**src/rfrf_pkg.sv**
```systemverilog
package rfrf_pkg;

    localparam int MAX_FRAME   = 64;
    localparam int MIN_FRAME   = 14;
    localparam int HDR_LEN     = 13;
    localparam int PAYLOAD_MAX = MAX_FRAME - MIN_FRAME;

    localparam int BYTE_W  = 8;
    localparam int CNT_W   = 7;
    localparam int PLEN_W  = 6;
    localparam int PADDR_W = $clog2(PAYLOAD_MAX);
    localparam int CFG_W   = 32;
    localparam int CFG_IDX_W = 3;
    localparam int OUT_DATA_W = 48;

    // Configuration register indexes
    typedef enum logic [CFG_IDX_W-1:0] {
        REG_OWN_ADDRESS       = 3'd0,
        REG_OWN_NET_ID        = 3'd1,
        REG_OWN_AREA_ID       = 3'd2,
        REG_BROADCAST_ADDRESS = 3'd3,
        REG_BROADCAST_NET_ID  = 3'd4,
        REG_BROADCAST_AREA_ID = 3'd5
    } cfg_reg_t;

    // Result status codes
    typedef enum logic [2:0] {
        ST_ACCEPTED  = 3'd0,
        ST_BAD_CKS   = 3'd1,
        ST_BAD_AREA  = 3'd2,
        ST_BAD_NET   = 3'd3,
        ST_DUPLICATE = 3'd4,
        ST_BAD_ADDR  = 3'd5,
        ST_MALFORMED = 3'd6
    } status_t;

    // Commands from the controller to the datapath
    typedef struct packed {
        logic take;         // input byte transfer this cycle
        logic load_single;  // load one status result into the output register
        logic emit_start;   // begin payload readout
        logic emit_step;    // load the next payload byte into the output register
    } cmd_t;

    // Status from the datapath to the controller
    typedef struct packed {
        logic out_free;     // output register can take a result this cycle
        logic start_bad;    // current byte is a frame start with bad length
        logic judge_byte;   // current byte is the checksum byte of an open frame
        logic judge_emit;   // frame is accepted and carries payload
        logic emit_last;    // payload byte being loaded is the final one
    } sts_t;

endpackage

```
**src/rfrf_ram.sv**
```systemverilog
module rfrf_ram #(
    parameter int WIDTH = 8,
    parameter int DEPTH = 50
) (
    input  logic                     aclk,
    input  logic                     wr_en,
    input  logic [$clog2(DEPTH)-1:0] wr_addr,
    input  logic [WIDTH-1:0]         wr_data,
    input  logic                     rd_en,
    input  logic [$clog2(DEPTH)-1:0] rd_addr,
    output logic [WIDTH-1:0]         rd_data
);

    logic [WIDTH-1:0] mem [DEPTH];
    logic [WIDTH-1:0] rd_data_reg;

    always_ff @(posedge aclk) begin
        if (wr_en) begin
            mem[wr_addr] <= wr_data;
        end
        if (rd_en) begin
            rd_data_reg <= mem[rd_addr];
        end
    end

    assign rd_data = rd_data_reg;

endmodule

```
**src/rfrf_dp.sv**
```systemverilog
module rfrf_dp (
    input  logic                               aclk,
    input  logic                               aresetn,
    input  logic                               cfg_wr_en,
    input  logic [rfrf_pkg::CFG_IDX_W-1:0]     cfg_index,
    input  logic [rfrf_pkg::CFG_W-1:0]         cfg_wdata,
    input  logic [rfrf_pkg::BYTE_W-1:0]        rx_byte,
    input  logic                               frame_start,
    input  rfrf_pkg::cmd_t                     cmd,
    output rfrf_pkg::sts_t                     sts,
    input  logic                               m_tready,
    output logic                               m_tvalid,
    output logic [rfrf_pkg::OUT_DATA_W-1:0]    m_tdata,
    output logic [2:0]                         m_tuser,
    output logic                               m_tlast
);

    // Configuration
    logic [15:0] own_address_reg, own_net_id_reg, bc_address_reg, bc_net_id_reg;
    logic [31:0] own_area_id_reg, bc_area_id_reg;

    // Frame parse state
    logic [rfrf_pkg::CNT_W-1:0]  byte_count_reg, frame_length_reg;
    logic [rfrf_pkg::BYTE_W-1:0] running_sum_reg;
    logic                        discarding_reg;
    logic [31:0] hdr_area_reg;
    logic [15:0] hdr_net_reg, hdr_dst_reg, hdr_src_reg;
    logic [7:0]  hdr_trans_reg, hdr_type_reg;
    logic [15:0] prev_dst_reg, prev_src_reg;
    logic [7:0]  prev_trans_reg, prev_type_reg;

    // Readout
    logic [rfrf_pkg::PADDR_W-1:0] emit_idx_reg;
    logic [rfrf_pkg::PLEN_W-1:0]  plen_reg;

    // Output register
    logic                         out_valid_reg;
    logic [2:0]                   out_status_reg;
    logic [15:0]                  out_src_reg;
    logic [7:0]                   out_trans_reg, out_type_reg;
    logic [rfrf_pkg::PLEN_W-1:0]  out_plen_reg;
    logic [7:0]                   out_byte_reg;
    logic                         out_last_reg;

    logic                         start_bad, judge_byte, judge_emit, hdr_pass, is_new;
    logic [rfrf_pkg::CNT_W:0]     idx_plus1;
    logic [rfrf_pkg::CNT_W-1:0]   plen_full;
    logic [rfrf_pkg::CNT_W-1:0]   pay_off;
    rfrf_pkg::status_t            judged;
    logic                         ram_wr_en, ram_rd_en;
    logic [rfrf_pkg::PADDR_W-1:0] ram_rd_addr;
    logic [7:0]                   ram_rd_data;
    logic [rfrf_pkg::PADDR_W-1:0] emit_idx_next;

    assign start_bad = frame_start &&
                       ((rx_byte < 8'(rfrf_pkg::MIN_FRAME)) ||
                        (rx_byte > 8'(rfrf_pkg::MAX_FRAME)));
    assign idx_plus1  = {1'b0, byte_count_reg} + 8'd1;
    assign judge_byte = !frame_start && !discarding_reg &&
                        (idx_plus1 >= {1'b0, frame_length_reg});
    assign plen_full  = frame_length_reg - 7'(rfrf_pkg::MIN_FRAME);
    assign pay_off    = byte_count_reg - 7'(rfrf_pkg::HDR_LEN);

    assign is_new = (prev_dst_reg != hdr_dst_reg) || (prev_src_reg != hdr_src_reg) ||
                    (prev_trans_reg != hdr_trans_reg) || (prev_type_reg != hdr_type_reg);

    // Judge in priority order
    always_comb begin
        hdr_pass = 1'b0;
        if (rx_byte != running_sum_reg) begin
            judged = rfrf_pkg::ST_BAD_CKS;
        end else if (hdr_area_reg != own_area_id_reg && hdr_area_reg != bc_area_id_reg) begin
            judged = rfrf_pkg::ST_BAD_AREA;
        end else if (hdr_net_reg != own_net_id_reg && hdr_net_reg != bc_net_id_reg) begin
            judged = rfrf_pkg::ST_BAD_NET;
        end else begin
            hdr_pass = 1'b1;
            if (!is_new) begin
                judged = rfrf_pkg::ST_DUPLICATE;
            end else if (hdr_dst_reg != own_address_reg && hdr_dst_reg != bc_address_reg) begin
                judged = rfrf_pkg::ST_BAD_ADDR;
            end else begin
                judged = rfrf_pkg::ST_ACCEPTED;
            end
        end
    end

    assign judge_emit = judge_byte && (judged == rfrf_pkg::ST_ACCEPTED) && (plen_full != '0);

    assign sts.out_free   = !out_valid_reg || m_tready;
    assign sts.start_bad  = start_bad;
    assign sts.judge_byte = judge_byte;
    assign sts.judge_emit = judge_emit;
    assign sts.emit_last  = ({1'b0, emit_idx_reg} + 7'd1) == {1'b0, plen_reg};

    // Config writes; indexes past the list are dropped
    always_ff @(posedge aclk) begin
        if (!aresetn) begin
            own_address_reg <= '0;
            own_net_id_reg  <= '0;
            own_area_id_reg <= '0;
            bc_address_reg  <= '1;
            bc_net_id_reg   <= '1;
            bc_area_id_reg  <= '1;
        end else if (cfg_wr_en) begin
            case (cfg_index)
                rfrf_pkg::REG_OWN_ADDRESS:       own_address_reg <= cfg_wdata[15:0];
                rfrf_pkg::REG_OWN_NET_ID:        own_net_id_reg  <= cfg_wdata[15:0];
                rfrf_pkg::REG_OWN_AREA_ID:       own_area_id_reg <= cfg_wdata;
                rfrf_pkg::REG_BROADCAST_ADDRESS: bc_address_reg  <= cfg_wdata[15:0];
                rfrf_pkg::REG_BROADCAST_NET_ID:  bc_net_id_reg   <= cfg_wdata[15:0];
                rfrf_pkg::REG_BROADCAST_AREA_ID: bc_area_id_reg  <= cfg_wdata;
                default: ;
            endcase
        end
    end

    // Frame parsing
    always_ff @(posedge aclk) begin
        if (!aresetn) begin
            byte_count_reg   <= '0;
            frame_length_reg <= '0;
            running_sum_reg  <= '0;
            discarding_reg   <= 1'b1;
            hdr_area_reg     <= '0;
            hdr_net_reg      <= '0;
            hdr_dst_reg      <= '0;
            hdr_src_reg      <= '0;
            hdr_trans_reg    <= '0;
            hdr_type_reg     <= '0;
            prev_dst_reg     <= '0;
            prev_src_reg     <= '0;
            prev_trans_reg   <= '0;
            prev_type_reg    <= '0;
        end else if (cmd.take) begin
            if (frame_start) begin
                if (start_bad) begin
                    discarding_reg <= 1'b1;
                end else begin
                    discarding_reg   <= 1'b0;
                    frame_length_reg <= rx_byte[rfrf_pkg::CNT_W-1:0];
                    running_sum_reg  <= rx_byte;
                    byte_count_reg   <= 7'd1;
                    hdr_area_reg     <= '0;
                    hdr_net_reg      <= '0;
                    hdr_dst_reg      <= '0;
                    hdr_src_reg      <= '0;
                    hdr_trans_reg    <= '0;
                    hdr_type_reg     <= '0;
                end
            end else if (!discarding_reg) begin
                if (judge_byte) begin
                    discarding_reg <= 1'b1;
                    // Any difference makes the frame new: overwrite the record
                    if (hdr_pass && is_new) begin
                        prev_dst_reg   <= hdr_dst_reg;
                        prev_src_reg   <= hdr_src_reg;
                        prev_trans_reg <= hdr_trans_reg;
                        prev_type_reg  <= hdr_type_reg;
                    end
                end else begin
                    running_sum_reg <= running_sum_reg + rx_byte;
                    byte_count_reg  <= idx_plus1[rfrf_pkg::CNT_W-1:0];
                    if (byte_count_reg <= 7'd4) begin
                        hdr_area_reg <= {hdr_area_reg[23:0], rx_byte};
                    end else if (byte_count_reg <= 7'd6) begin
                        hdr_net_reg <= {hdr_net_reg[7:0], rx_byte};
                    end else if (byte_count_reg <= 7'd8) begin
                        hdr_dst_reg <= {hdr_dst_reg[7:0], rx_byte};
                    end else if (byte_count_reg <= 7'd10) begin
                        hdr_src_reg <= {hdr_src_reg[7:0], rx_byte};
                    end else if (byte_count_reg == 7'd11) begin
                        hdr_trans_reg <= rx_byte;
                    end else if (byte_count_reg == 7'd12) begin
                        hdr_type_reg <= rx_byte;
                    end
                end
            end
        end
    end

    assign ram_wr_en = cmd.take && !frame_start && !discarding_reg && !judge_byte &&
                       (byte_count_reg >= 7'(rfrf_pkg::HDR_LEN)) &&
                       (pay_off < 7'(rfrf_pkg::PAYLOAD_MAX));

    assign emit_idx_next = emit_idx_reg + 6'd1;
    assign ram_rd_en     = cmd.emit_start || (cmd.emit_step && !sts.emit_last);
    assign ram_rd_addr   = cmd.emit_start ? '0 : emit_idx_next;

    rfrf_ram #(
        .WIDTH (rfrf_pkg::BYTE_W),
        .DEPTH (rfrf_pkg::PAYLOAD_MAX)
    ) u_payload_ram (
        .aclk    (aclk),
        .wr_en   (ram_wr_en),
        .wr_addr (pay_off[rfrf_pkg::PADDR_W-1:0]),
        .wr_data (rx_byte),
        .rd_en   (ram_rd_en),
        .rd_addr (ram_rd_addr),
        .rd_data (ram_rd_data)
    );

    always_ff @(posedge aclk) begin
        if (cmd.emit_start) begin
            emit_idx_reg <= '0;
            plen_reg     <= plen_full[rfrf_pkg::PLEN_W-1:0];
        end else if (cmd.emit_step) begin
            emit_idx_reg <= emit_idx_next;
        end
    end

    // Output register
    always_ff @(posedge aclk) begin
        if (!aresetn) begin
            out_valid_reg <= 1'b0;
        end else if (cmd.load_single || cmd.emit_step) begin
            out_valid_reg <= 1'b1;
        end else if (m_tready) begin
            out_valid_reg <= 1'b0;
        end
    end

    always_ff @(posedge aclk) begin
        if (cmd.load_single) begin
            out_plen_reg <= '0;
            out_byte_reg <= '0;
            out_last_reg <= 1'b1;
            if (start_bad) begin
                out_status_reg <= rfrf_pkg::ST_MALFORMED;
                out_src_reg    <= '0;
                out_trans_reg  <= '0;
                out_type_reg   <= '0;
            end else begin
                out_status_reg <= judged;
                out_src_reg    <= hdr_src_reg;
                out_trans_reg  <= hdr_trans_reg;
                out_type_reg   <= hdr_type_reg;
            end
        end else if (cmd.emit_step) begin
            out_status_reg <= rfrf_pkg::ST_ACCEPTED;
            out_src_reg    <= hdr_src_reg;
            out_trans_reg  <= hdr_trans_reg;
            out_type_reg   <= hdr_type_reg;
            out_plen_reg   <= plen_reg;
            out_byte_reg   <= ram_rd_data;
            out_last_reg   <= sts.emit_last;
        end
    end

    assign m_tvalid = out_valid_reg;
    assign m_tdata  = {2'b00, out_byte_reg, out_plen_reg, out_type_reg,
                       out_trans_reg, out_src_reg};
    assign m_tuser  = out_status_reg;
    assign m_tlast  = out_last_reg;

endmodule

```
**src/rfrf_ctrl.sv**
```systemverilog
module rfrf_ctrl (
    input  logic           aclk,
    input  logic           aresetn,
    input  logic           s_tvalid,
    output logic           s_tready,
    input  rfrf_pkg::sts_t sts,
    output rfrf_pkg::cmd_t cmd
);

    typedef enum logic [1:0] {
        ST_RX   = 2'b01,
        ST_EMIT = 2'b10
    } state_t;

    state_t state_reg, state_next;

    assign s_tready = (state_reg == ST_RX) && sts.out_free;

    always_comb begin
        state_next      = state_reg;
        cmd.take        = 1'b0;
        cmd.load_single = 1'b0;
        cmd.emit_start  = 1'b0;
        cmd.emit_step   = 1'b0;
        unique case (state_reg)
            ST_RX: begin
                if (s_tvalid && s_tready) begin
                    cmd.take = 1'b1;
                    if (sts.start_bad) begin
                        cmd.load_single = 1'b1;
                    end else if (sts.judge_byte) begin
                        if (sts.judge_emit) begin
                            cmd.emit_start = 1'b1;
                            state_next     = ST_EMIT;
                        end else begin
                            cmd.load_single = 1'b1;
                        end
                    end
                end
            end
            ST_EMIT: begin
                if (sts.out_free) begin
                    cmd.emit_step = 1'b1;
                    if (sts.emit_last) begin
                        state_next = ST_RX;
                    end
                end
            end
            default: state_next = ST_RX;
        endcase
    end

    always_ff @(posedge aclk) begin
        if (!aresetn) begin
            state_reg <= ST_RX;
        end else begin
            state_reg <= state_next;
        end
    end

endmodule

```
**src/radio_frame_receive_filter.sv**
```systemverilog
// Radio link frame receive filter.
// Input stream: one received byte per transfer on s_tdata, with s_tuser high
// on the length byte that opens a frame. Bytes outside an open frame are
// dropped silently; a new frame start abandons an unfinished frame.
// On the checksum byte the frame is judged (checksum, area id, net id,
// duplicate record, destination address). A rejection or a bad length gives
// one status transfer on the m_ channel; an accepted frame gives one transfer
// per payload byte (or one empty transfer for a payload of zero bytes), with
// m_tlast on the final transfer of the frame.
// Throughput: one input byte per cycle while receiving and the output register
// is free. Payload bytes are held in a single-port-read RAM and stream out one
// per cycle, while the receiver takes them, once the frame is accepted; input
// is held off during that readout. A status result is registered in the output
// register and valid in the cycle after the deciding byte transfer; the first
// payload byte passes through the RAM read register, then the output register.
// Reset clears the parser to "no frame open", the duplicate record to zero and
// the configuration registers to their defaults. A stalled receiver holds the
// output register; input and readout pause until it is taken.
module radio_frame_receive_filter (
    input  logic                                aclk,
    input  logic                                aresetn,
    // Configuration write port
    input  logic                                cfg_wr_en,
    input  logic [rfrf_pkg::CFG_IDX_W-1:0]      cfg_index,
    input  logic [rfrf_pkg::CFG_W-1:0]          cfg_wdata,
    // Input byte stream
    input  logic                                s_tvalid,
    output logic                                s_tready,
    input  logic [7:0]                          s_tdata,   // [7:0] rx_byte
    input  logic                                s_tuser,   // [0] frame_start
    // Result stream
    output logic                                m_tvalid,
    input  logic                                m_tready,
    // [15:0] src_addr, [23:16] trans_id, [31:24] pkt_type,
    // [37:32] payload_length, [45:38] payload_byte, [47:46] zero
    output logic [rfrf_pkg::OUT_DATA_W-1:0]     m_tdata,
    output logic [2:0]                          m_tuser,   // [2:0] status
    output logic                                m_tlast    // last
);

    rfrf_pkg::cmd_t cmd;
    rfrf_pkg::sts_t sts;

    // Sequence the byte intake and the payload readout
    rfrf_ctrl u_ctrl (
        .aclk     (aclk),
        .aresetn  (aresetn),
        .s_tvalid (s_tvalid),
        .s_tready (s_tready),
        .sts      (sts),
        .cmd      (cmd)
    );

    // Parse the header, buffer payload, judge the frame, hold the result
    rfrf_dp u_dp (
        .aclk        (aclk),
        .aresetn     (aresetn),
        .cfg_wr_en   (cfg_wr_en),
        .cfg_index   (cfg_index),
        .cfg_wdata   (cfg_wdata),
        .rx_byte     (s_tdata),
        .frame_start (s_tuser),
        .cmd         (cmd),
        .sts         (sts),
        .m_tready    (m_tready),
        .m_tvalid    (m_tvalid),
        .m_tdata     (m_tdata),
        .m_tuser     (m_tuser),
        .m_tlast     (m_tlast)
    );

endmodule

```
**config.mk**
```make
export PLATFORM = sky130hd
export DESIGN_NAME = radio_frame_receive_filter
export DESIGN_NICKNAME = d
export VERILOG_FILES = /design/src/rfrf_pkg.sv /design/src/rfrf_ram.sv /design/src/rfrf_dp.sv /design/src/rfrf_ctrl.sv /design/src/radio_frame_receive_filter.sv
export SDC_FILE = /design/constraint.sdc
export NUM_CORES = 1
export LEC_CHECK = 0
export ABC_CLOCK_PERIOD_IN_PS = 4150
export BUFFER_PORTS_ARGS = -buffer_cell sky130_fd_sc_hd__buf_4
export CAP_MARGIN = 15
export CORE_ASPECT_RATIO = 1.2
export CORE_MARGIN = 2
export CORE_UTILIZATION = 30
export DETAILED_ROUTE_END_ITERATION = 7
export GPL_TIMING_DRIVEN = 1
export HOLD_SLACK_MARGIN = 0.06
export PLACE_DENSITY = 0.53
export SYNTH_ARGS = -nofsm -noshare
export SYNTH_HDL_FRONTEND = slang
export SYNTH_SLANG_ARGS = --single-unit
```
**constraint.sdc**
```tcl
create_clock -name aclk -period 4.15 [get_ports aclk]
set_clock_uncertainty 0.05 [all_clocks]
set_input_delay 1.0375 -clock aclk [delete_from_list [all_inputs] [get_ports aclk]]
set_output_delay 1.0375 -clock aclk [all_outputs]
set_load 0.01 [all_outputs]
```
* Yosys cells after proc, flatten, opt, wreduce, memory -nomap -nowiden
Memory sizes are Yosys's and may differ from the RTL's. A register that Yosys moved wholly into a read port is not among the register bits. Cells that the tools add are included.
Cells by class: equality and inequality tests 35, shifts and indexed selects 0, $mul 0, muxes and demuxes 95, divide/modulo/power cells 0, $add $sub $neg 6, reductions and logical operators 56, bitwise gates (word level) 3, order comparisons 9
Operator list (number):
- 16-bit 2-to-1 mux | 22
- 8-bit 2-to-1 mux | 28
- 32-bit 2-to-1 mux | 5
- 16-bit inequality test | 6
- 32-bit inequality test | 2
- 3-bit 2-to-1 mux | 10
- 7-bit 2-to-1 mux | 4
- 8-bit inequality test | 3
- 2-bit inequality test, second input constant | 10
- 1-bit logical AND | 17
- 1-bit 2-to-1 mux | 17
- 2-bit nonzero test | 8
- 7-bit by 4-bit == test with 1-bit output, second input constant | 2
- 7-bit by 3-bit <= comparator with 1-bit output, second input constant | 2
- 7-bit by 4-bit <= comparator with 1-bit output, second input constant | 2
- 2-bit 2-to-1 mux | 7
- 7-bit by 4-bit subtractor with 7-bit output, second input constant | 2
- 2-bit AND reduction | 6
- 6-bit AND reduction | 2
- 10-bit AND reduction | 1
- 5-bit AND reduction | 2
- 9-bit AND reduction | 1
- 7-bit by 1-bit adder with 8-bit output, second input constant | 1
- 8-bit adder | 1
- 25 further kinds | 43
Word-level totals: bits in registers 360, logic and storage cells 236, bits in read-only memories 0, RAM bits 400, memories kept 1, bits in latches 0
Memory list:
- u_dp.u_payload_ram.mem | words 50, width 8, rd ports 1, clocked after memory_dff 1, wr ports 1, RTL line rfrf_ram.sv:14 | logic [WIDTH-1:0] mem [DEPTH];

* Longest topological paths before layout
Gate-level depths: netlist (run 1).
depth in word-level cells 23, mapped depth 17

* By module
From an unflattened synthesis (run 1), not the netlist that was laid out.
Second synthesis, totals: cell total of the unflattened synthesis 2752, area total of the unflattened synthesis 32590.0 µm²
Modules (own cells, without submodules):
- rfrf_dp | area an instance 16231.8 µm², sequential area each 7577.3 µm², cells each 1832, times used 1
- rfrf_ram | area an instance 16220.6 µm², sequential area each 12251.8 µm², cells each 905, times used 1
- rfrf_ctrl | area an instance 137.6 µm², sequential area each 40.0 µm², cells each 15, times used 1

* Worst setup path before layout (run 1)
Ideal clock, no wire load.
kind input-to-reg, start input m_tready, end register u_dp.out_status_reg[0] (netlist: u_dp.m_tuser[0]) (enable), setup time 0.399 ns, stages on the path 7, data arrival time 3.327 ns, slack 0.373 ns, data required time 3.701 ns, path through nand2b_1 > nand4b_1 > or3_1 > a21oi_1 > o21ai_2 > o21ai_1 > nand2b_1
On the way: longest elaborated chain between the ends 6, elaborated cells between the ends (all ways) 8, those cells by class mux: 4; reduce/logical: 4
RTL lines:
- start, declared | RTL line radio_frame_receive_filter.sv:33 | input logic m_tready,
- 1-bit logical OR (*) | RTL line rfrf_dp.sv:90 | assign sts.out_free = !out_valid_reg || m_tready;
- 1-bit logical AND | RTL line rfrf_ctrl.sv:17 | assign s_tready = (state_reg == ST_RX) && sts.out_free;
- 1-bit logical AND | RTL line rfrf_ctrl.sv:27 | if (s_tvalid && s_tready) begin
- 3-bit 2-to-1 mux | RTL line rfrf_ctrl.sv:27
- 3-bit 2-to-1 mux | RTL line rfrf_ctrl.sv:25 | unique case (state_reg)
- 2-bit nonzero test (no source line) (*)
- end signal, assigned | RTL line rfrf_dp.sv:229 | out_status_reg <= rfrf_pkg::ST_MALFORMED;
- end signal, assigned | RTL line rfrf_dp.sv:234 | out_status_reg <= judged;
- end signal, assigned | RTL line rfrf_dp.sv:240 | out_status_reg <= rfrf_pkg::ST_ACCEPTED;
- end, declared | RTL line rfrf_dp.sv:38 | logic [2:0] out_status_reg;
Every way passes the cells marked *; elsewhere a longest branch is shown, timed or not. A chain may end at the register's enable or synchronous reset.

* Worst setup path in the final report (run 1)
start register u_dp.byte_count_reg[1] (netlist bit), end register u_dp.u_payload_ram.rd_data_reg[0] (netlist: u_dp.u_payload_ram.rd_data[0]) (read register of u_dp.u_payload_ram.mem), data pin
On the way: longest elaborated chain between the ends 11, elaborated cells between the ends (all ways) 12, those cells by class add/sub: 1; order compare: 1; mux: 6; reduce/logical: 4
RTL lines:
- start, declared | RTL line rfrf_dp.sv:23 | logic [rfrf_pkg::CNT_W-1:0] byte_count_reg, frame_length_reg;
- start signal, assigned | RTL line rfrf_dp.sv:163 | byte_count_reg <= idx_plus1[rfrf_pkg::CNT_W-1:0];
- 7-bit by 1-bit adder with 8-bit output (*) | RTL line rfrf_dp.sv:58 | assign idx_plus1 = {1'b0, byte_count_reg} + 8'd1;
- 8-bit by 7-bit greater-or-equal comparator with 1-bit output (*) | RTL line rfrf_dp.sv:60 | (idx_plus1 >= {1'b0, frame_length_reg});
- 1-bit logical AND (*) | RTL line rfrf_dp.sv:59 | assign judge_byte = !frame_start && !discarding_reg &&
- 1-bit logical AND (2 in a row) | RTL line rfrf_dp.sv:88 | assign judge_emit = judge_byte && (judged == rfrf_pkg::ST_ACCEPTED) && (plen_full != '0);
- 1-bit 2-to-1 mux | RTL line rfrf_ctrl.sv:32 | if (sts.judge_emit) begin
- 2-bit 2-to-1 mux (*) | RTL line rfrf_ctrl.sv:31 | end else if (sts.judge_byte) begin
- 1-bit 2-to-1 mux (*) | RTL line rfrf_ctrl.sv:29 | if (sts.start_bad) begin
- 3-bit 2-to-1 mux (*) | RTL line rfrf_ctrl.sv:27
- 3-bit 2-to-1 mux (*) | RTL line rfrf_ctrl.sv:25
- 6-bit 2-to-1 mux or 1-bit logical OR (tied branches) | RTL line rfrf_dp.sv:188, rfrf_dp.sv:187
- end, declared | RTL line rfrf_ram.sv:15 | logic [WIDTH-1:0] rd_data_reg;
Marked as above.

==> flow_metrics.env, run 1 <==
export IMPL_status="complete, no violations"
export IMPL_critical_path_max_stage_delay_ns=0.44
export IMPL_fin_area_sq_um=39510
export IMPL_grt_first_pass_wirelength_mm=154.2
export IMPL_category_of_the_worst_setup_path_capture_point="register"
export IMPL_fin_ws_ns=0.2617
export IMPL_floorplan_initialDensity_pct=30.31
export IMPL_cts_root_to_sink_buffers=3
export IMPL_rsz0062_at_grt="false"
export IMPL_maximum_number_of_pins_on_one_net_before_global_route_repair=92
export IMPL_synthesized_area_sq_um=32790
export IMPL_drive_above_1_share_pct=16.90
export IMPL_routabilityCongestion=0.8945
export IMPL_finish_net_count=3249
export IMPL_placedInstanceArea_sq_um=36730
export IMPL_detail_route_iter0_violations=1985
export IMPL_placement_rows=132
export IMPL_worst_hold_path_type="register to register"
export IMPL_route_detailed_wl_per_inst_microns=22.55
export IMPL_min_from="u_dp.out_byte_reg[3]$_SDFFE_PP0P_"
export IMPL_hold_worst_slack_ns=0.4037
export IMPL_buffers_inserted_by_post_cts_timing_repair=0
export IMPL_synth_area_per_cell_sq_um=11.25
export IMPL_number_of_distinct_library_cells_after_synthesis=85
export IMPL_clk_latency_ns=0.65
export IMPL_floorplan_die_area_sq_um=112000
export IMPL_final_setup_tns_ns=0
export IMPL_routed_via_density=5.008
export IMPL_critical_path_slowest_cell="sky130_fd_sc_hd__dfxtp_1"
export IMPL_drv_max_cap_violation_count=0
export IMPL_power_leakage_nw=14.53
export IMPL_cp_common_cell="sky130_fd_sc_hd__ha_1"
export IMPL_worstPathCellList="ha_1, xor2_1, ha_1, o21a_1, o21ai_0, o21bai_1, and2_1, o21ai_2, or2_2, buf_12, nand2_1, buf_4, a21boi_0, a21o_1, a311o_1"
export IMPL_slew_viol_final=0
export IMPL_vdd_ir_drop_max_v=0.0002562
export IMPL_route_final_wire_length_mm=105.0
export IMPL_drt_first_pass_iters=8
export IMPL_crit_type="register to register"
export IMPL_place_port_buffers=100
export IMPL_maxClockFrequency_mhz=257.2
export IMPL_n_fill_cell=10620
export IMPL_max_flop_register="u_dp.u_payload_ram.mem"
export IMPL_reg2reg_slack_ns=0.26
export IMPL_antenna_found_initial=2
export IMPL_hold_violations=0
export IMPL_ys_async_sr_fraction_pct=0
export IMPL_holdPathEnd="u_dp.out_byte_reg[3]$_SDFFE_PP0P_"
export IMPL_fin_total_pwr_mw=16.46
export IMPL_tritoncts_num_buffers=85
export IMPL_core_sq_um=108200
export IMPL_post_place_ws_ns=-0.004608
export IMPL_postSynthRegisterBits=768
export IMPL_synthCells=2915
export IMPL_layout_worst_path_cycle_share_pct=93.69
export IMPL_grt_usage_pct=18.38
export IMPL_final_setup_viol_count=0
export IMPL_clock_tree_htree_level_count=3
export IMPL_ys_warn_count=0
export IMPL_r2r_end="u_dp.u_payload_ram.rd_data[0]$_DFFE_PP_"
export IMPL_width_of_the_chip_microns=305.8
export IMPL_timing_critical_path_from_type="register"
export IMPL_worst_flop_to_flop_path_startpoint="u_dp.byte_count_reg[1]$_SDFFE_PN0P_"
export IMPL_ios=103
export IMPL_reg2reg_depth=15
export IMPL_syn2layout_area_growth_pct=20.50
export IMPL_first_global_vias=22740
export IMPL_root_buffer="sky130_fd_sc_hd__clkbuf_16"
export IMPL_route_detailed_drc=0
export IMPL_cts_tree="done"
export IMPL_global_route_overflow=0
export IMPL_dr_total_vias=23310
export IMPL_flip_flop_count_of_the_largest_register_all_copies_and_words_added=400
export IMPL_final_antenna_net_count=0
export IMPL_worstHoldPathCells=2
export IMPL_timing_critical_path_fanout_max=24
export IMPL_number_of_antenna_repair_diodes=0
export IMPL_power_density_nw_per_um2=416.6
export IMPL_ys_flop_type="sky130_fd_sc_hd__edfxtp_1"
export IMPL_slew_headroom_pct=26.51
export IMPL_dieHeight_microns=366.2
export IMPL_critical_path_n_buffers_inverters=2
export IMPL_min_period_ns=3.888
export IMPL_cp_data_required_time_ns=4.49
export IMPL_synth_edff_count=449
export IMPL_cp_top_family="compound AO/OA/AOI/OAI gates"
export IMPL_place_detailed_hpwl_mm=71.26
export IMPL_synth_sequential_area_ratio_pct=60.60
export IMPL_clkSinkCount=768
export IMPL_worst_endpoint_arrival_ns=4.23
export IMPL_worst_setup_hold_path_clk_slew_ns=0.06
export IMPL_tightestPinTransition_ns=1.097
through the flow:
| stage | utilization [%] | cells |
|---|---|---|
| 2_1_floorplan | - | 2916 |
| 3_3_place_gp | 33.95 | 4498 |
| 3_5_place_dp | 33.95 | 4498 |
| 4_1_cts | 36.52 | 4655 |
| 5_1_grt | 36.52 | 4655 |
| 6_report | 36.52 | 4655 |
logic make-up after synthesis:
family,share of synthesized area (%)
XOR/XNOR,5.609
AO/OA/AOI/OAI,8.765
adder cells (fa/ha/maj),0.8624
buffers and inverters,2.522
AND/OR/NAND/NOR,14.96
flip-flops,60.60
multiplexers,6.670
other,0.01144
tightest hold or removal path, cell delays in order (launching register included):
cell	delay [ns]
sky130_fd_sc_hd__dfxtp_1	0.31
sky130_fd_sc_hd__nand2_1	0.05
sky130_fd_sc_hd__a21oi_1	0.05
cell usage in the layout, fill, tap and decap left out, types with 10 or more instances in the layout:
cell and count:
sky130_fd_sc_hd__nor2_1 219, sky130_fd_sc_hd__dfxtp_1 318, sky130_fd_sc_hd__mux2_2 10, sky130_fd_sc_hd__o22ai_1 14, sky130_fd_sc_hd__or3_1 14, sky130_fd_sc_hd__clkbuf_16 89
sky130_fd_sc_hd__o211ai_1 15, sky130_fd_sc_hd__buf_12 18, sky130_fd_sc_hd__inv_1 19, sky130_fd_sc_hd__nand2b_1 20, sky130_fd_sc_hd__xor2_1 139, sky130_fd_sc_hd__nand2_1 483
sky130_fd_sc_hd__clkinv_2 12, sky130_fd_sc_hd__mux4_2 29, sky130_fd_sc_hd__nand3_1 150, sky130_fd_sc_hd__xnor2_1 66, sky130_fd_sc_hd__buf_4 328, sky130_fd_sc_hd__nand4_1 26
sky130_fd_sc_hd__ha_1 20, sky130_fd_sc_hd__nor4_1 40, sky130_fd_sc_hd__clkbuf_1 29, sky130_fd_sc_hd__a31oi_1 23, sky130_fd_sc_hd__mux2i_1 142, sky130_fd_sc_hd__edfxtp_1 449
sky130_fd_sc_hd__nor3_1 29, sky130_fd_sc_hd__a211oi_1 11, sky130_fd_sc_hd__a21boi_0 55, sky130_fd_sc_hd__a21oi_1 158, sky130_fd_sc_hd__and2_1 43, sky130_fd_sc_hd__nor2b_1 26
sky130_fd_sc_hd__o21ai_0 68
area by class of cell:
class	count	area, sq um	share of cell area, %
Clock buffer	124	2419	6.121
Clock inverter	33	364.1	0.9215
Inverter	24	92.59	0.2343
Multi-Input combinational cell	1953	12180	30.83
Sequential cell	768	19870	50.30
Tap cell	1407	1760	4.456
Timing Repair Buffer	346	2823	7.144
cells in the mapped netlist, types with 5 or more instances:
master | instances | area share [%]
sky130_fd_sc_hd__mux2i_1 | 142 | 4.3
sky130_fd_sc_hd__and3_1 | 6 | 0.11
sky130_fd_sc_hd__o22ai_1 | 14 | 0.27
sky130_fd_sc_hd__a311oi_1 | 9 | 0.24
sky130_fd_sc_hd__a31oi_1 | 23 | 0.44
sky130_fd_sc_hd__xor2_1 | 141 | 3.8
sky130_fd_sc_hd__o211ai_1 | 15 | 0.34
sky130_fd_sc_hd__xnor2_1 | 69 | 1.8
sky130_fd_sc_hd__o211a_1 | 6 | 0.18
sky130_fd_sc_hd__a21oi_1 | 159 | 2.4
sky130_fd_sc_hd__a2111oi_0 | 9 | 0.24
sky130_fd_sc_hd__a22oi_1 | 6 | 0.14
sky130_fd_sc_hd__or3_1 | 14 | 0.27
sky130_fd_sc_hd__a211oi_1 | 12 | 0.27
sky130_fd_sc_hd__buf_6 | 5 | 0.17
sky130_fd_sc_hd__nand2b_1 | 21 | 0.40
sky130_fd_sc_hd__nor3_1 | 30 | 0.46
sky130_fd_sc_hd__edfxtp_1 | 449 | 41
sky130_fd_sc_hd__o21a_1 | 6 | 0.14
sky130_fd_sc_hd__buf_1 | 6 | 0.069
sky130_fd_sc_hd__mux4_2 | 29 | 2.0
sky130_fd_sc_hd__nor2b_1 | 26 | 0.50
sky130_fd_sc_hd__and2_1 | 43 | 0.82
sky130_fd_sc_hd__o21ai_0 | 68 | 1.0
sky130_fd_sc_hd__nor3b_1 | 9 | 0.21
sky130_fd_sc_hd__o21ai_1 | 7 | 0.11
sky130_fd_sc_hd__nand2_1 | 483 | 5.5
sky130_fd_sc_hd__inv_1 | 19 | 0.22
sky130_fd_sc_hd__ha_1 | 21 | 0.80
sky130_fd_sc_hd__buf_2 | 34 | 0.52
sky130_fd_sc_hd__nand3_1 | 150 | 2.3
sky130_fd_sc_hd__mux2_2 | 10 | 0.34
sky130_fd_sc_hd__clkbuf_1 | 122 | 1.4
sky130_fd_sc_hd__nand4_1 | 26 | 0.50
sky130_fd_sc_hd__nor2_1 | 222 | 2.5
sky130_fd_sc_hd__nor4_1 | 40 | 0.76
sky130_fd_sc_hd__a21boi_0 | 55 | 1.3
sky130_fd_sc_hd__dfxtp_1 | 319 | 19
metal layers:
metal	GRT usage, %	vias up	part of all wire [%]
li1	-	10930	-
met1	23.77	11600	43
met2	31.78	637	50
met3	2.378	145	5.1
met4	5.788	0	2.8
met5	0	-	0
how the worst max path moves through the flow:
stage / start / end / slack [ns] / depth (start not counted)
finish: u_dp.byte_count_reg[1]$_SDFFE_PN0P_ / u_dp.u_payload_ram.rd_data[0]$_DFFE_PP_ / 0.26 / 15
global route: u_dp.byte_count_reg[1]$_SDFFE_PN0P_ / u_dp.u_payload_ram.rd_data[2]$_DFFE_PP_ / 0.03 / 14
CTS: u_dp.byte_count_reg[1]$_SDFFE_PN0P_ / u_dp.u_payload_ram.rd_data[4]$_DFFE_PP_ / 0.09 / 14
detailed placement: s_tdata[3] / u_dp.u_payload_ram.rd_data[0]$_DFFE_PP_ / -0.005 / 14
global placement: s_tdata[3] / u_dp.u_payload_ram.rd_data[1]$_DFFE_PP_ / 0.05 / 14
floorplan: m_tready / u_dp.m_tuser[0]$_SDFFCE_PP0P_ / 0.37 / 7
power by group:
group / switching [mW] / internal (mW)
Clock: 3.12 / 4.48
Sequential: 0.0525 / 8.11
Combinational: 0.469 / 0.221
repair_timing:
action	in CTS	in global routing
hold buffers	0	0
resized for setup	0	1
setup endpoints to repair	0	3
(Power assumes the default switching activity.)
==> run 2: changes to the inputs <==
- MAX_ROUTING_LAYER: not set -> met4
- PLACE_DENSITY: 0.53 -> not set
==> run 2 against run 1 <==
  * Count of clock-buffer cells in the layout fell by 4
  * Register-to-register slack got worse by 0.05 ns
  * Utilization fell by 0.33 points
  * Final area fell by 0.90%
  * Critical path depth fell by 2
  * Sequential power barely moved
  * Hold slack improved by 0.0023 ns
  * Non-clock buffer count fell by 24
  * Global-route usage rose by 0.14 points
  * Setup slack got worse by 0.051 ns
  * Power fell by 1.6%
  * Critical endpoint is now u_dp.u_payload_ram.rd_data[5]$_DFFE_PP_
  * Largest power group unchanged
==> flow_metrics.env, run 2 (synthesis gave the netlist of run 1 again) <==
export IMPL_status="complete, no violations"
export IMPL_place_port_buffers=100
export IMPL_cts_root_to_sink_buffers=3
export IMPL_most_frequent_standard_cell_in_the_layout_excluding_fill_and_tap_cells="sky130_fd_sc_hd__nand2_1"
export IMPL_commonest_cells_after_routing_fill_and_taps_aside="483 x sky130_fd_sc_hd__nand2_1, 449 x sky130_fd_sc_hd__edfxtp_1, 318 x sky130_fd_sc_hd__dfxtp_1"
export IMPL_layout_worst_path_cycle_share_pct=94.92
export IMPL_number_of_antenna_repair_diodes=0
export IMPL_maxClockFrequency_mhz=253.9
export IMPL_global_route_overflow=0
export IMPL_width_of_the_chip_microns=305.8
export IMPL_min_period_ns=3.939
export IMPL_final_antenna_net_count=0
export IMPL_tightestPinTransition_ns=1.207
export IMPL_dr_total_vias=23440
export IMPL_drive_above_1_share_pct=16.37
export IMPL_root_buffer="sky130_fd_sc_hd__clkbuf_16"
export IMPL_core_sq_um=108200
export IMPL_worst_setup_hold_path_clk_slew_ns=0.06
export IMPL_first_global_vias=23050
export IMPL_critical_path_n_buffers_inverters=3
export IMPL_route_detailed_wl_per_inst_microns=22.23
export IMPL_floorplan_initialDensity_pct=30.31
export IMPL_syn2layout_area_growth_pct=19.42
export IMPL_slew_headroom_pct=19.25
export IMPL_worst_endpoint_arrival_ns=4.26
export IMPL_n_fill_cell=10600
export IMPL_timing_critical_path_fanout_max=11
export IMPL_grt_first_pass_wirelength_mm=151.9
export IMPL_place_detailed_hpwl_mm=70.71
export IMPL_vdd_ir_drop_max_v=0.0002481
export IMPL_hold_violations=0
export IMPL_rsz0062_at_grt="false"
export IMPL_max_flop_register="u_dp.u_payload_ram.mem"
export IMPL_power_leakage_nw=14.35
export IMPL_dieHeight_microns=366.2
export IMPL_hold_worst_slack_ns=0.4060
export IMPL_final_setup_tns_ns=0
export IMPL_detail_route_iter0_violations=2105
export IMPL_fin_total_pwr_mw=16.19
export IMPL_finish_net_count=3223
export IMPL_drt_first_pass_iters=5
export IMPL_critical_path_max_stage_delay_ns=0.50
export IMPL_clkSinkCount=768
export IMPL_critical_path_slowest_cell="sky130_fd_sc_hd__a2111oi_0"
export IMPL_power_density_nw_per_um2=413.5
export IMPL_cp_top_family="compound AO/OA/AOI/OAI gates"
export IMPL_routabilityCongestion=0.9279
export IMPL_category_of_the_worst_setup_path_capture_point="register"
export IMPL_worstPathCellList="inv_2, ha_1, ha_1, a2111oi_2, o21bai_1, and2_1, o21ai_2, or2_2, buf_4, nand3_2, buf_4, a2111oi_0, o311ai_1"
export IMPL_layout_core_utilization_pct=36.20
export IMPL_multi_input_comb_area_sq_um=12180
export IMPL_floorplan_die_area_sq_um=112000
export IMPL_slew_viol_final=0
export IMPL_final_seq_area_sq_um=19870
export IMPL_instances_no_fill=4627
export IMPL_clock_tree_htree_level_count=3
export IMPL_clk_latency_ns=0.65
export IMPL_numPlacedInstances=4474
export IMPL_tritoncts_num_buffers=83
export IMPL_hold_buf_count_cts=0
export IMPL_timing_critical_path_from_type="register"
export IMPL_grt_usage_pct=18.52
export IMPL_flip_flop_count_of_the_largest_register_all_copies_and_words_added=400
export IMPL_maximum_number_of_pins_on_one_net_before_global_route_repair=79
export IMPL_route_final_wire_length_mm=102.8
export IMPL_drv_max_cap_violation_count=0
export IMPL_crit_type="register to register"
export IMPL_worst_hold_path_type="register to register"
export IMPL_ios=103
export IMPL_cp_data_required_time_ns=4.47
export IMPL_cts_tree="done"
export IMPL_routed_via_density=5.067
export IMPL_antenna_found_initial=2
export IMPL_route_detailed_drc=0
export IMPL_placement_rows=132
export IMPL_final_setup_viol_count=0
[run 2: cell types whose count changed in the layout (fill, tap and decap cells not counted), sizes merged]
cell,previous run,this run
buf,346,322
bufinv,7,3
clkbuf,124,120
clkinv,23,25
clkinvlp,1,2
inv,26,27
[run 2: stage by stage]
| stage | instance area (sq um) | setup slack [ns] |
|---|---|---|
| global placement | 36460 | -0.1287 |
| global route | 39160 | 0.01893 |
| detailed placement | 36460 | -0.1198 |
| finish | 39160 | 0.2107 |
| CTS | 39150 | 0.1836 |
| floorplan | 32790 | 0.3734 |
[run 2: cell type report]
type                       instances  area share (%)
clock buffer                     120           6.158
sequential                       768           50.75
tap                             1407           4.496
multi-input combinational       1953           31.11
inverter                          24          0.2365
clock inverter                    33          0.7222
timing repair buffer             322           6.525
[run 2: worst paths after layout]
kind | start | endpoint | slack [ns] | cells past startpoint
worst min register to register | u_dp.out_plen_reg[0]$_SDFFE_PP0P_ | u_dp.out_plen_reg[0]$_SDFFE_PP0P_ | 0.41 | 2
worst max register to register | u_dp.byte_count_reg[1]$_SDFFE_PN0P_ | u_dp.u_payload_ram.rd_data[5]$_DFFE_PP_ | 0.21 | 13
worst min-delay path | u_dp.out_plen_reg[0]$_SDFFE_PP0P_ | u_dp.out_plen_reg[0]$_SDFFE_PP0P_ | 0.41 | 2
worst max-delay path | u_dp.byte_count_reg[1]$_SDFFE_PN0P_ | u_dp.u_payload_ram.rd_data[5]$_DFFE_PP_ | 0.21 | 13
[run 2: tightest hold or removal path, cell delays in order (launching register included)]
cell                      delay (ns)
sky130_fd_sc_hd__dfxtp_1        0.30
sky130_fd_sc_hd__nand2_1        0.05
sky130_fd_sc_hd__a21oi_1        0.05
[run 2: repair_timing]
action / 4_1_cts / 5_1_grt
setup buffers: 0 / 0
setup endpoints to repair: 0 / 2
resized for setup: 0 / 2
[run 2: metal layers]
layer | share of wire, % | global-route usage, % | routed length, microns | vias to the layer above
li1 | - | - | - | 10900
met2 | 50 | 31.19 | 51060 | 691
met4 | 2.7 | 5.674 | 2802 | 0
met3 | 5.2 | 2.424 | 5316 | 156
met1 | 42 | 23.10 | 43660 | 11700
met5 | 0 | - | 0 | -
[run 2: power breakdown]
part / total (mW) / switching, mW / leakage (nW) / internal [mW]
clock network: 7.35 / 3.11 / 1.32 / 4.24
registers: 8.16 / 0.0546 / 6.63 / 8.11
logic: 0.672 / 0.465 / 6.40 / 0.208
